--- config.mk ---
export PLATFORM = sky130hd
export DESIGN_NAME = centroid_track_table
export DESIGN_NICKNAME = d
export VERILOG_FILES = /design/src/ctt_pkg.sv /design/src/ctt_ram.sv /design/src/ctt_ctrl.sv /design/src/ctt_datapath.sv /design/src/centroid_track_table.sv
export SDC_FILE = /design/constraint.sdc
export NUM_CORES = 2
export LEC_CHECK = 0
export BUFFER_PORTS_ARGS = -buffer_cell sky130_fd_sc_hd__buf_2
export CORE_AREA = 2 2 298 300
export CTS_CLUSTER_DIAMETER = 150
export DETAILED_ROUTE_END_ITERATION = 8
export DIE_AREA = 0 0 300 302
export PLACE_DENSITY = 0.77
export SKIP_CTS_REPAIR_TIMING = 1
export SLEW_MARGIN = 20
export SYNTH_ARGS = -nofsm -noshare
export SYNTH_HDL_FRONTEND = slang
export SYNTH_HIERARCHICAL = 1
export SYNTH_SLANG_ARGS = --single-unit
--- constraint.sdc ---
create_clock -name clk -period 20.5 [get_ports clk]
set_input_delay 0 -clock clk [delete_from_list [all_inputs] [get_ports clk]]
set_output_delay 0 -clock clk [all_outputs]
set_load 0.02 [all_outputs]
--- src/ctt_pkg.sv ---
// Shared types, constants and defaults for the centroid track table.
`default_nettype none
package ctt_pkg;

  // Defaults for top-level parameters
  localparam int MAX_TRACKS_DEF  = 16;
  localparam int COORD_BITS_DEF  = 12;

  // Fixed field widths
  localparam int COORD_IN_W = 12;
  localparam int GATE_W     = 24;
  localparam int LIMIT_W    = 3;
  localparam int REP_W      = 3;
  localparam int CNT_OUT_W  = 5;
  localparam int CFG_DATA_W = 32;
  localparam int CFG_ADDR_W = 3;

  // Register reset values
  localparam logic [GATE_W-1:0]  GATE_RESET  = 24'd2500;
  localparam logic [LIMIT_W-1:0] LIMIT_RESET = 3'd3;
  localparam logic [REP_W-1:0]   REPEAT_MAX  = 3'd7;
  localparam logic [REP_W-1:0]   REPEAT_ZERO = 3'd0;

  // Request codes
  localparam logic REQ_DETECT  = 1'b0;
  localparam logic REQ_ANALYZE = 1'b1;

  // Register select (word address bit 2)
  localparam logic REG_SEL_GATE  = 1'b0;
  localparam logic REG_SEL_LIMIT = 1'b1;

  typedef enum logic [2:0] {
    ST_IDLE,
    ST_SCAN,
    ST_DRAIN,
    ST_CREATE,
    ST_RESULT
  } ctt_state_t;

  // Controller to datapath
  typedef struct packed {
    logic start;     // latch input beat, clear per-item counters
    logic issue;     // read next slot
    logic create;    // start a new track in the first free slot
    logic load_out;  // move result into output register
  } ctt_cmd_t;

  // Datapath to controller
  typedef struct packed {
    logic scan_last;    // issuing the last slot
    logic pipe_busy;    // slot pipeline still holds work
    logic need_create;  // detect beat with no matching track
    logic out_free;     // output register can take a result
  } ctt_stat_t;

endpackage
`default_nettype wire

--- src/ctt_ram.sv ---
// Generic single-write, single-read RAM with registered read data.
`default_nettype none
module ctt_ram #(
  parameter int WIDTH = 8,
  parameter int DEPTH = 16,
  parameter int AW    = (DEPTH > 1) ? $clog2(DEPTH) : 1
) (
  input  wire logic             clk,
  input  wire logic             we,
  input  wire logic [AW-1:0]    waddr,
  input  wire logic [WIDTH-1:0] wdata,
  input  wire logic             re,
  input  wire logic [AW-1:0]    raddr,
  output logic      [WIDTH-1:0] rdata
);

  logic [WIDTH-1:0] mem [DEPTH];

  always_ff @(posedge clk) begin
    if (we) begin
      mem[waddr] <= wdata;
    end
    if (re) begin
      rdata <= mem[raddr];
    end
  end

endmodule
`default_nettype wire

--- src/ctt_ctrl.sv ---
// Controller state machine: sequences one beat through scan, drain, create and result.
`default_nettype none
module ctt_ctrl
  import ctt_pkg::*;
(
  input  wire logic      clk,
  input  wire logic      rst_n,
  input  wire logic      in_valid,
  output logic           in_stall,
  input  wire ctt_stat_t stat,
  output ctt_cmd_t       cmd
);

  ctt_state_t state_r, state_nxt;

  always_ff @(posedge clk) begin
    if (!rst_n) begin
      state_r <= ST_IDLE;
    end else begin
      state_r <= state_nxt;
    end
  end

  // Next state
  always_comb begin
    state_nxt = state_r;
    unique case (state_r)
      ST_IDLE: begin
        if (in_valid) state_nxt = ST_SCAN;
      end
      ST_SCAN: begin
        if (stat.scan_last) state_nxt = ST_DRAIN;
      end
      ST_DRAIN: begin
        if (!stat.pipe_busy) begin
          state_nxt = stat.need_create ? ST_CREATE : ST_RESULT;
        end
      end
      ST_CREATE: begin
        state_nxt = ST_RESULT;
      end
      ST_RESULT: begin
        if (stat.out_free) state_nxt = ST_IDLE;
      end
      default: state_nxt = ST_IDLE;
    endcase
  end

  // Outputs
  always_comb begin
    cmd      = '0;
    in_stall = 1'b1;
    unique case (state_r)
      ST_IDLE: begin
        in_stall  = 1'b0;
        cmd.start = in_valid;
      end
      ST_SCAN:   cmd.issue    = 1'b1;
      ST_DRAIN:  cmd          = '0;
      ST_CREATE: cmd.create   = 1'b1;
      ST_RESULT: cmd.load_out = stat.out_free;
      default:   cmd          = '0;
    endcase
  end

endmodule
`default_nettype wire

--- src/ctt_datapath.sv ---
// Datapath: slot scan pipeline, track memory, valid bits, counters, output register.
`default_nettype none
module ctt_datapath
  import ctt_pkg::*;
#(
  parameter int MAX_TRACKS = MAX_TRACKS_DEF,
  parameter int COORD_BITS = COORD_BITS_DEF
) (
  input  wire logic                  clk,
  input  wire logic                  rst_n,
  input  wire ctt_cmd_t              cmd,
  output ctt_stat_t                  stat,
  input  wire logic                  in_req_type,
  input  wire logic [COORD_IN_W-1:0] in_centroid_x,
  input  wire logic [COORD_IN_W-1:0] in_centroid_y,
  input  wire logic [GATE_W-1:0]     gate_radius_sq,
  input  wire logic [LIMIT_W-1:0]    repeat_limit,
  output logic                       out_valid,
  input  wire logic                  out_stall,
  output logic [CNT_OUT_W-1:0]       out_matched_count,
  output logic                       out_track_created,
  output logic                       out_table_full,
  output logic [CNT_OUT_W-1:0]       out_removed_count,
  output logic [CNT_OUT_W-1:0]       out_active_tracks
);

  localparam int IDX_W  = (MAX_TRACKS > 1) ? $clog2(MAX_TRACKS) : 1;
  localparam int CNT_W  = $clog2(MAX_TRACKS + 1);
  localparam int C      = COORD_BITS;
  localparam int DATA_W = 4 * C + REP_W;
  localparam int SQ_W   = 2 * C;
  localparam int CMP_W  = (SQ_W + 1 > GATE_W) ? SQ_W + 1 : GATE_W;
  localparam int EXT_W  = (C > COORD_IN_W) ? C : COORD_IN_W;
  localparam logic [IDX_W-1:0] LAST_IDX = IDX_W'(MAX_TRACKS - 1);

  // Beat latched at accept
  logic         kind_r;
  logic [C-1:0] cx_r, cy_r;
  logic [C-1:0] cx_in, cy_in;

  assign cx_in = C'(EXT_W'(in_centroid_x));
  assign cy_in = C'(EXT_W'(in_centroid_y));

  // Scan pipeline registers
  logic [IDX_W-1:0]  issue_idx_r;
  logic              a_vld_r;
  logic [IDX_W-1:0]  a_idx_r;
  logic              b_vld_r;
  logic [IDX_W-1:0]  b_idx_r;
  logic [DATA_W-1:0] b_word_r;
  logic [SQ_W-1:0]   b_sqx_r, b_sqy_r;

  // Slot state and per-beat counters
  logic [MAX_TRACKS-1:0] valid_r;
  logic [CNT_W-1:0]      active_r, matched_r, removed_r;
  logic                  free_found_r;
  logic [IDX_W-1:0]      free_idx_r;
  logic                  created_r, full_r;

  // Output register
  logic                 out_valid_r;
  logic [CNT_OUT_W-1:0] out_matched_r, out_removed_r, out_active_r;
  logic                 out_created_r, out_full_r;

  // Track memory
  logic              ram_we;
  logic [IDX_W-1:0]  ram_waddr;
  logic [DATA_W-1:0] ram_wdata;
  logic [DATA_W-1:0] ram_rdata;

  ctt_ram #(
    .WIDTH (DATA_W),
    .DEPTH (MAX_TRACKS),
    .AW    (IDX_W)
  ) u_ram (
    .clk   (clk),
    .we    (ram_we),
    .waddr (ram_waddr),
    .wdata (ram_wdata),
    .re    (cmd.issue),
    .raddr (issue_idx_r),
    .rdata (ram_rdata)
  );

  // Stage A: absolute differences and squares from the read word
  logic [C-1:0] a_ex, a_ey, a_dx, a_dy;
  assign a_ex = ram_rdata[C-1:0];
  assign a_ey = ram_rdata[2*C-1:C];
  assign a_dx = (a_ex >= cx_r) ? a_ex - cx_r : cx_r - a_ex;
  assign a_dy = (a_ey >= cy_r) ? a_ey - cy_r : cy_r - a_ey;

  // Stage B: gate test or aging on the registered word
  logic [C-1:0]     b_ex, b_ey, b_pex, b_pey;
  logic [REP_W-1:0] b_rep, b_rep_nxt;
  logic             b_slot_v, b_hit, b_age, b_remove, b_unmoved;
  logic [CMP_W-1:0] b_dsq;

  assign b_ex     = b_word_r[C-1:0];
  assign b_ey     = b_word_r[2*C-1:C];
  assign b_pex    = b_word_r[3*C-1:2*C];
  assign b_pey    = b_word_r[4*C-1:3*C];
  assign b_rep    = b_word_r[DATA_W-1:4*C];
  assign b_slot_v = b_vld_r && valid_r[b_idx_r];
  assign b_dsq    = CMP_W'(b_sqx_r) + CMP_W'(b_sqy_r);
  assign b_hit    = b_slot_v && (kind_r == REQ_DETECT) &&
                    (b_dsq <= CMP_W'(gate_radius_sq));
  assign b_age    = b_slot_v && (kind_r == REQ_ANALYZE);
  assign b_unmoved = (b_ex == b_pex) && (b_ey == b_pey);
  assign b_rep_nxt = (b_unmoved && (b_rep != REPEAT_MAX)) ? b_rep + 3'd1 : b_rep;
  assign b_remove  = b_age && (b_rep_nxt >= repeat_limit);

  // Memory write: create, continue, or age
  always_comb begin
    ram_we    = 1'b0;
    ram_waddr = b_idx_r;
    ram_wdata = b_word_r;
    priority if (cmd.create) begin
      ram_we    = free_found_r;
      ram_waddr = free_idx_r;
      ram_wdata = {REPEAT_ZERO, cy_r, cx_r, cy_r, cx_r};
    end else if (b_hit) begin
      ram_we    = 1'b1;
      ram_wdata = {b_rep, b_ey, b_ex, cy_r, cx_r};
    end else if (b_age) begin
      ram_we    = 1'b1;
      ram_wdata = {b_rep_nxt, b_ey, b_ex, b_ey, b_ex};
    end
  end

  // Beat capture and pipeline advance
  always_ff @(posedge clk) begin
    if (cmd.start) begin
      kind_r <= in_req_type;
      cx_r   <= cx_in;
      cy_r   <= cy_in;
    end
    a_idx_r  <= issue_idx_r;
    b_idx_r  <= a_idx_r;
    b_word_r <= ram_rdata;
    b_sqx_r  <= a_dx * a_dx;
    b_sqy_r  <= a_dy * a_dy;
  end

  // Control state of the datapath
  always_ff @(posedge clk) begin
    if (!rst_n) begin
      issue_idx_r  <= '0;
      a_vld_r      <= 1'b0;
      b_vld_r      <= 1'b0;
      valid_r      <= '0;
      active_r     <= '0;
      matched_r    <= '0;
      removed_r    <= '0;
      free_found_r <= 1'b0;
      free_idx_r   <= '0;
      created_r    <= 1'b0;
      full_r       <= 1'b0;
    end else begin
      a_vld_r <= cmd.issue;
      b_vld_r <= a_vld_r;
      if (cmd.start) begin
        issue_idx_r  <= '0;
        matched_r    <= '0;
        removed_r    <= '0;
        free_found_r <= 1'b0;
        created_r    <= 1'b0;
        full_r       <= 1'b0;
      end else if (cmd.issue) begin
        issue_idx_r <= issue_idx_r + 1'b1;
      end
      // first free slot seen by the scan
      if (b_vld_r && !valid_r[b_idx_r] && !free_found_r) begin
        free_found_r <= 1'b1;
        free_idx_r   <= b_idx_r;
      end
      if (b_hit) matched_r <= matched_r + 1'b1;
      if (b_remove) begin
        valid_r[b_idx_r] <= 1'b0;
        removed_r        <= removed_r + 1'b1;
        active_r         <= active_r - 1'b1;
      end
      if (cmd.create) begin
        created_r <= free_found_r;
        full_r    <= !free_found_r;
        if (free_found_r) begin
          valid_r[free_idx_r] <= 1'b1;
          active_r            <= active_r + 1'b1;
        end
      end
    end
  end

  // Output register
  always_ff @(posedge clk) begin
    if (!rst_n) begin
      out_valid_r <= 1'b0;
    end else if (cmd.load_out) begin
      out_valid_r <= 1'b1;
    end else if (!out_stall) begin
      out_valid_r <= 1'b0;
    end
  end

  always_ff @(posedge clk) begin
    if (cmd.load_out) begin
      out_matched_r <= CNT_OUT_W'((CNT_W + CNT_OUT_W)'(matched_r));
      out_removed_r <= CNT_OUT_W'((CNT_W + CNT_OUT_W)'(removed_r));
      out_active_r  <= CNT_OUT_W'((CNT_W + CNT_OUT_W)'(active_r));
      out_created_r <= created_r;
      out_full_r    <= full_r;
    end
  end

  assign out_valid         = out_valid_r;
  assign out_matched_count = out_matched_r;
  assign out_removed_count = out_removed_r;
  assign out_active_tracks = out_active_r;
  assign out_track_created = out_created_r;
  assign out_table_full    = out_full_r;

  // Status to controller
  assign stat.scan_last   = cmd.issue && (issue_idx_r == LAST_IDX);
  assign stat.pipe_busy   = a_vld_r || b_vld_r;
  assign stat.need_create = (kind_r == REQ_DETECT) && (matched_r == '0);
  assign stat.out_free    = !out_valid_r || !out_stall;

endmodule
`default_nettype wire

--- src/centroid_track_table.sv ---
// Top level of the centroid track table: configuration registers and block wiring.
//
//  channel | direction | handshake           | beat contents
//  in_     | input     | in_valid / in_stall | req_type, centroid_x, centroid_y
//  out_    | output    | out_valid/out_stall | matched, created, full, removed, active
//  cfg_    | input     | APB, pready tied 1  | gate_radius_sq @0, repeat_limit @4
//
// Each beat scans all MAX_TRACKS slots, one slot read from the track memory per
// cycle through the two-stage read pipeline; a detect that matched nothing then
// starts a track or finds the table full before its result is loaded.
// A new input beat is taken as soon as the previous result sits in the output
// register, even while out_stall holds it there.
// Synchronous active-low reset clears all slot valid bits; no memory sweep.
`default_nettype none
module centroid_track_table
  import ctt_pkg::*;
#(
  parameter int MAX_TRACKS = MAX_TRACKS_DEF,
  parameter int COORD_BITS = COORD_BITS_DEF
) (
  input  wire logic                  clk,
  input  wire logic                  rst_n,
  input  wire logic                  in_valid,
  output logic                       in_stall,
  input  wire logic                  in_req_type,
  input  wire logic [COORD_IN_W-1:0] in_centroid_x,
  input  wire logic [COORD_IN_W-1:0] in_centroid_y,
  output logic                       out_valid,
  input  wire logic                  out_stall,
  output logic [CNT_OUT_W-1:0]       out_matched_count,
  output logic                       out_track_created,
  output logic                       out_table_full,
  output logic [CNT_OUT_W-1:0]       out_removed_count,
  output logic [CNT_OUT_W-1:0]       out_active_tracks,
  input  wire logic                  cfg_psel,
  input  wire logic                  cfg_penable,
  input  wire logic                  cfg_pwrite,
  input  wire logic [CFG_ADDR_W-1:0] cfg_paddr,
  input  wire logic [CFG_DATA_W-1:0] cfg_pwdata,
  output logic [CFG_DATA_W-1:0]      cfg_prdata,
  output logic                       cfg_pready
);

  logic [GATE_W-1:0]  gate_r;
  logic [LIMIT_W-1:0] limit_r;
  logic               cfg_wr;
  ctt_cmd_t           cmd;
  ctt_stat_t          stat;

  assign cfg_pready = 1'b1;
  assign cfg_wr     = cfg_psel && cfg_penable && cfg_pwrite;

  // Configuration registers
  always_ff @(posedge clk) begin
    if (!rst_n) begin
      gate_r  <= GATE_RESET;
      limit_r <= LIMIT_RESET;
    end else if (cfg_wr) begin
      unique case (cfg_paddr[2])
        REG_SEL_GATE:  gate_r  <= cfg_pwdata[GATE_W-1:0];
        REG_SEL_LIMIT: limit_r <= cfg_pwdata[LIMIT_W-1:0];
        default:       gate_r  <= gate_r;
      endcase
    end
  end

  // Read mux
  always_comb begin
    unique case (cfg_paddr[2])
      REG_SEL_GATE:  cfg_prdata = CFG_DATA_W'(gate_r);
      REG_SEL_LIMIT: cfg_prdata = CFG_DATA_W'(limit_r);
      default:       cfg_prdata = '0;
    endcase
  end

  ctt_ctrl u_ctrl (
    .clk      (clk),
    .rst_n    (rst_n),
    .in_valid (in_valid),
    .in_stall (in_stall),
    .stat     (stat),
    .cmd      (cmd)
  );

  ctt_datapath #(
    .MAX_TRACKS (MAX_TRACKS),
    .COORD_BITS (COORD_BITS)
  ) u_dp (
    .clk               (clk),
    .rst_n             (rst_n),
    .cmd               (cmd),
    .stat              (stat),
    .in_req_type       (in_req_type),
    .in_centroid_x     (in_centroid_x),
    .in_centroid_y     (in_centroid_y),
    .gate_radius_sq    (gate_r),
    .repeat_limit      (limit_r),
    .out_valid         (out_valid),
    .out_stall         (out_stall),
    .out_matched_count (out_matched_count),
    .out_track_created (out_track_created),
    .out_table_full    (out_table_full),
    .out_removed_count (out_removed_count),
    .out_active_tracks (out_active_tracks)
  );

endmodule
`default_nettype wire

==> impl_results.md <==
* Status: finished, violations left
* Violated checks: negative hold slack
* Crit. End Element: flip-flop
* # IOs at 119
* FF-to-FF Start: u_dp/u_ram/rdata[0]
* Main synth FF type: edfxtp_1
* Cell with the most instances after synthesis: edfxtp_1
* GR Overflow Total at 0
* Clock root cell: clkbuf_16
* Input/output buffers at just under 100
* Mapped Cells at about 3500
* DRT Pass-1 Iters at 5
* Startpoint types: flip-flop
* Final Critical Period at between 8 and 9 ns
* Post-synth EDFFs at around 910
* Post-route ant nets at 0
* Final #Nets at around 4100
* First-pass GRT wire length at about 180 mm
* Area leader, netlist: edfxtp_1
* Gr usage total at 0.261
* CP Data Arrival Time at between 9 and 10 ns
* RD Place Congestion at about 0.87
* Post-Route WL at 118 mm
* H-tree depth at 3
* Die X at around 300 µm
* Hold endpoint: gate_r[21]
* Area Growth Syn to Fin at 11.2%
* Synth cell count leaders: edfxtp_1, inv_1, ha_1
* Non-filler instance count after layout at 4940
* WHS Path Cells at 4
* Min-delay src: rst_n
* TNS Setup at 0 ns
* Largest net degree at the start of global routing at 67
* Crit path largest cell delay at 0.57 ns
* Antenna violations before repair at 0
* Seq/Total Area, Yosys at 0.593
* Reg-to-reg slack, setup at between 10 and 15 ns
* Final core occ at 0.662
* Slowest CP cell: fa_1
* DIE AREA at about 90000 µm²
* Min-Delay Path Class: in -> reg
* Die Ht at slightly above 300 µm
* Drt drc at 0
* Yosys top cell area share at 0.524
* Cell Rows at around 110
* Initial Utilization at 0.596
* Via density at 6.07
* Most used cell, CP: inv_1
* Fillers at approximately 6000
* CTS buffer count at 104
* RSZ-0062 raised after global routing: false
* Number of global-route vias before repair at around 30000
* Yosys warnings at 6
* Async set-reset flop share out of synthesis at 0
* TritonCTS clock tree: yes
* Slew Limit Headroom at 0.215
* FF+latch area at around 31000 µm²
* Register bit count reported by yosys at ~1100
* Slew Limit Fails at 0
* CP Class: reg -> reg
* Synth area leaders: edfxtp_1, mux4_2, dfxtp_1
* Mean Syn Cell Area at ~15 µm²
* Final setup violation count at 0
* R2r endpoint: u_dp/b_sqx_r[23]
* N_diodes at 0
* Clk_lat worst skew at just over 0.7 ns
* Via count at 29972
* Clk sinks at 1089
* Reg2reg path depth at 34
* Area taken by multi-input logic gates at 19200 µm²
* 1st-iter DRT viols at ~3100
* Critical Path RT at 21.08 ns
* DP Cell Count at 4683
* Clock Pin Slew Worst Setup and Hold Paths at ~0.060 ns
* Drt wl/cell at between 20 and 25 µm
* Clock Skew at roughly 0.087 ns
* Share of cells above drive strength 1 at 0.172
* Core area at 87600 µm²
* Tcrit/Tclk final at 0.425
* Crit Path Max Fanout at 12
* Max-Cap Viols at 0
* DP Wirelength at ~67 mm
* Library cells used by synthesis at between 90 and 100
* Worst-Margin Slew at about 1.2 ns
* Synth Cell Area at approximately 52000 µm²
* Clock Path Buffers at 3
* Fin. Hold Viols at 1
* Max frequency at around 110 MHz
* Worst hold slack at -0.00701 ns
critical path: cells and delay by family, from the launching register on:
kind	cells	cell delay (ns)
adders and majority gates	8	3.43
xor gates and xnor gates	2	0.45
DFF	1	0.42
AOI/OAI and AO/OA	11	2.44
buffers and inverters	9	0.81
and+or+nand+nor	4	1.12
layout by cell type (no fill, tap or decap), types with 99 or more instances in the layout:
master | synthesis | final
inv_1 | 354 | 354
ha_1 | 217 | 217
clkbuf_16 | 0 | 104
dfxtp_1 | 180 | 178
edfxtp_1 | 909 | 909
a22oi_1 | 104 | 104
mux4_2 | 209 | 209
nor2_1 | 204 | 189
fa_1 | 164 | 164
nand2_1 | 202 | 202
buf_2 | 30 | 99
logic make-up after synthesis:
kind of cell,Yosys count,synth area share
flops,1089,0.593
simple gates,658,0.0597
buf+inv,505,0.0436
compound gates,431,0.0546
fa+ha+maj,381,0.115
mux,319,0.114
xor+xnor,116,0.0203
other cells,2,0.000144
registers in the layout, summed over array words and instances, names as in the netlist, 12 cells and up:
register and cells:
u_dp/u_ram/rdata 51, u_dp/b_sqx_r 23, gate_r 24, u_dp/b_sqy_r 23, u_dp/b_word_r 51, u_dp/u_ram/mem 816, u_dp/cy_r 12, u_dp/valid_r 16
u_dp/cx_r 12
stage by stage:
step	instance area (µm²)	hold WS, ns	setup slack [ns]
6_report	58000	-0.00701	11.78
5_1_grt	58000	0.0255	11.26
4_1_cts	57400	-0.582	11.83
3_5_place_dp	53800	0.179	11.87
3_3_place_gp	53800	0.176	11.98
2_1_floorplan	52200	0.0989	11.49
final cells by class:
class | instances | share of cell area
clock buffer | 145 | 0.0488
sequential | 1089 | 0.533
clock inverter | 51 | 0.0125
tap | 1165 | 0.0251
inverter | 360 | 0.0234
timing repair buffer | 216 | 0.0263
multi-input combinational | 1914 | 0.331
layer usage:
metal  global-route usage  vias to the layer above  part of all wire
met2                0.431                     1375              0.49
met3               0.0379                      239             0.086
met5                    0                        -                 0
li1                     -                    13159                 -
met4               0.0835                        0             0.029
met1                0.363                    15199              0.39
worst max path at each step:
stage,start,to
5_1_grt,u_dp/u_ram/rdata[0],u_dp/b_sqx_r[23]
6_report,u_dp/u_ram/rdata[0],u_dp/b_sqx_r[23]
2_1_floorplan,u_dp/b_sqx_r[3],u_dp/u_ram/mem[0][0]
3_3_place_gp,u_dp/u_ram/rdata[0],u_dp/b_sqx_r[23]
4_1_cts,u_dp/u_ram/rdata[0],u_dp/b_sqx_r[23]
3_5_place_dp,u_dp/u_ram/rdata[0],u_dp/b_sqx_r[23]
Power is left out: the tool's default activity adds up to more than one toggle a clock period on the data nets, which glitch-free logic cannot reach.
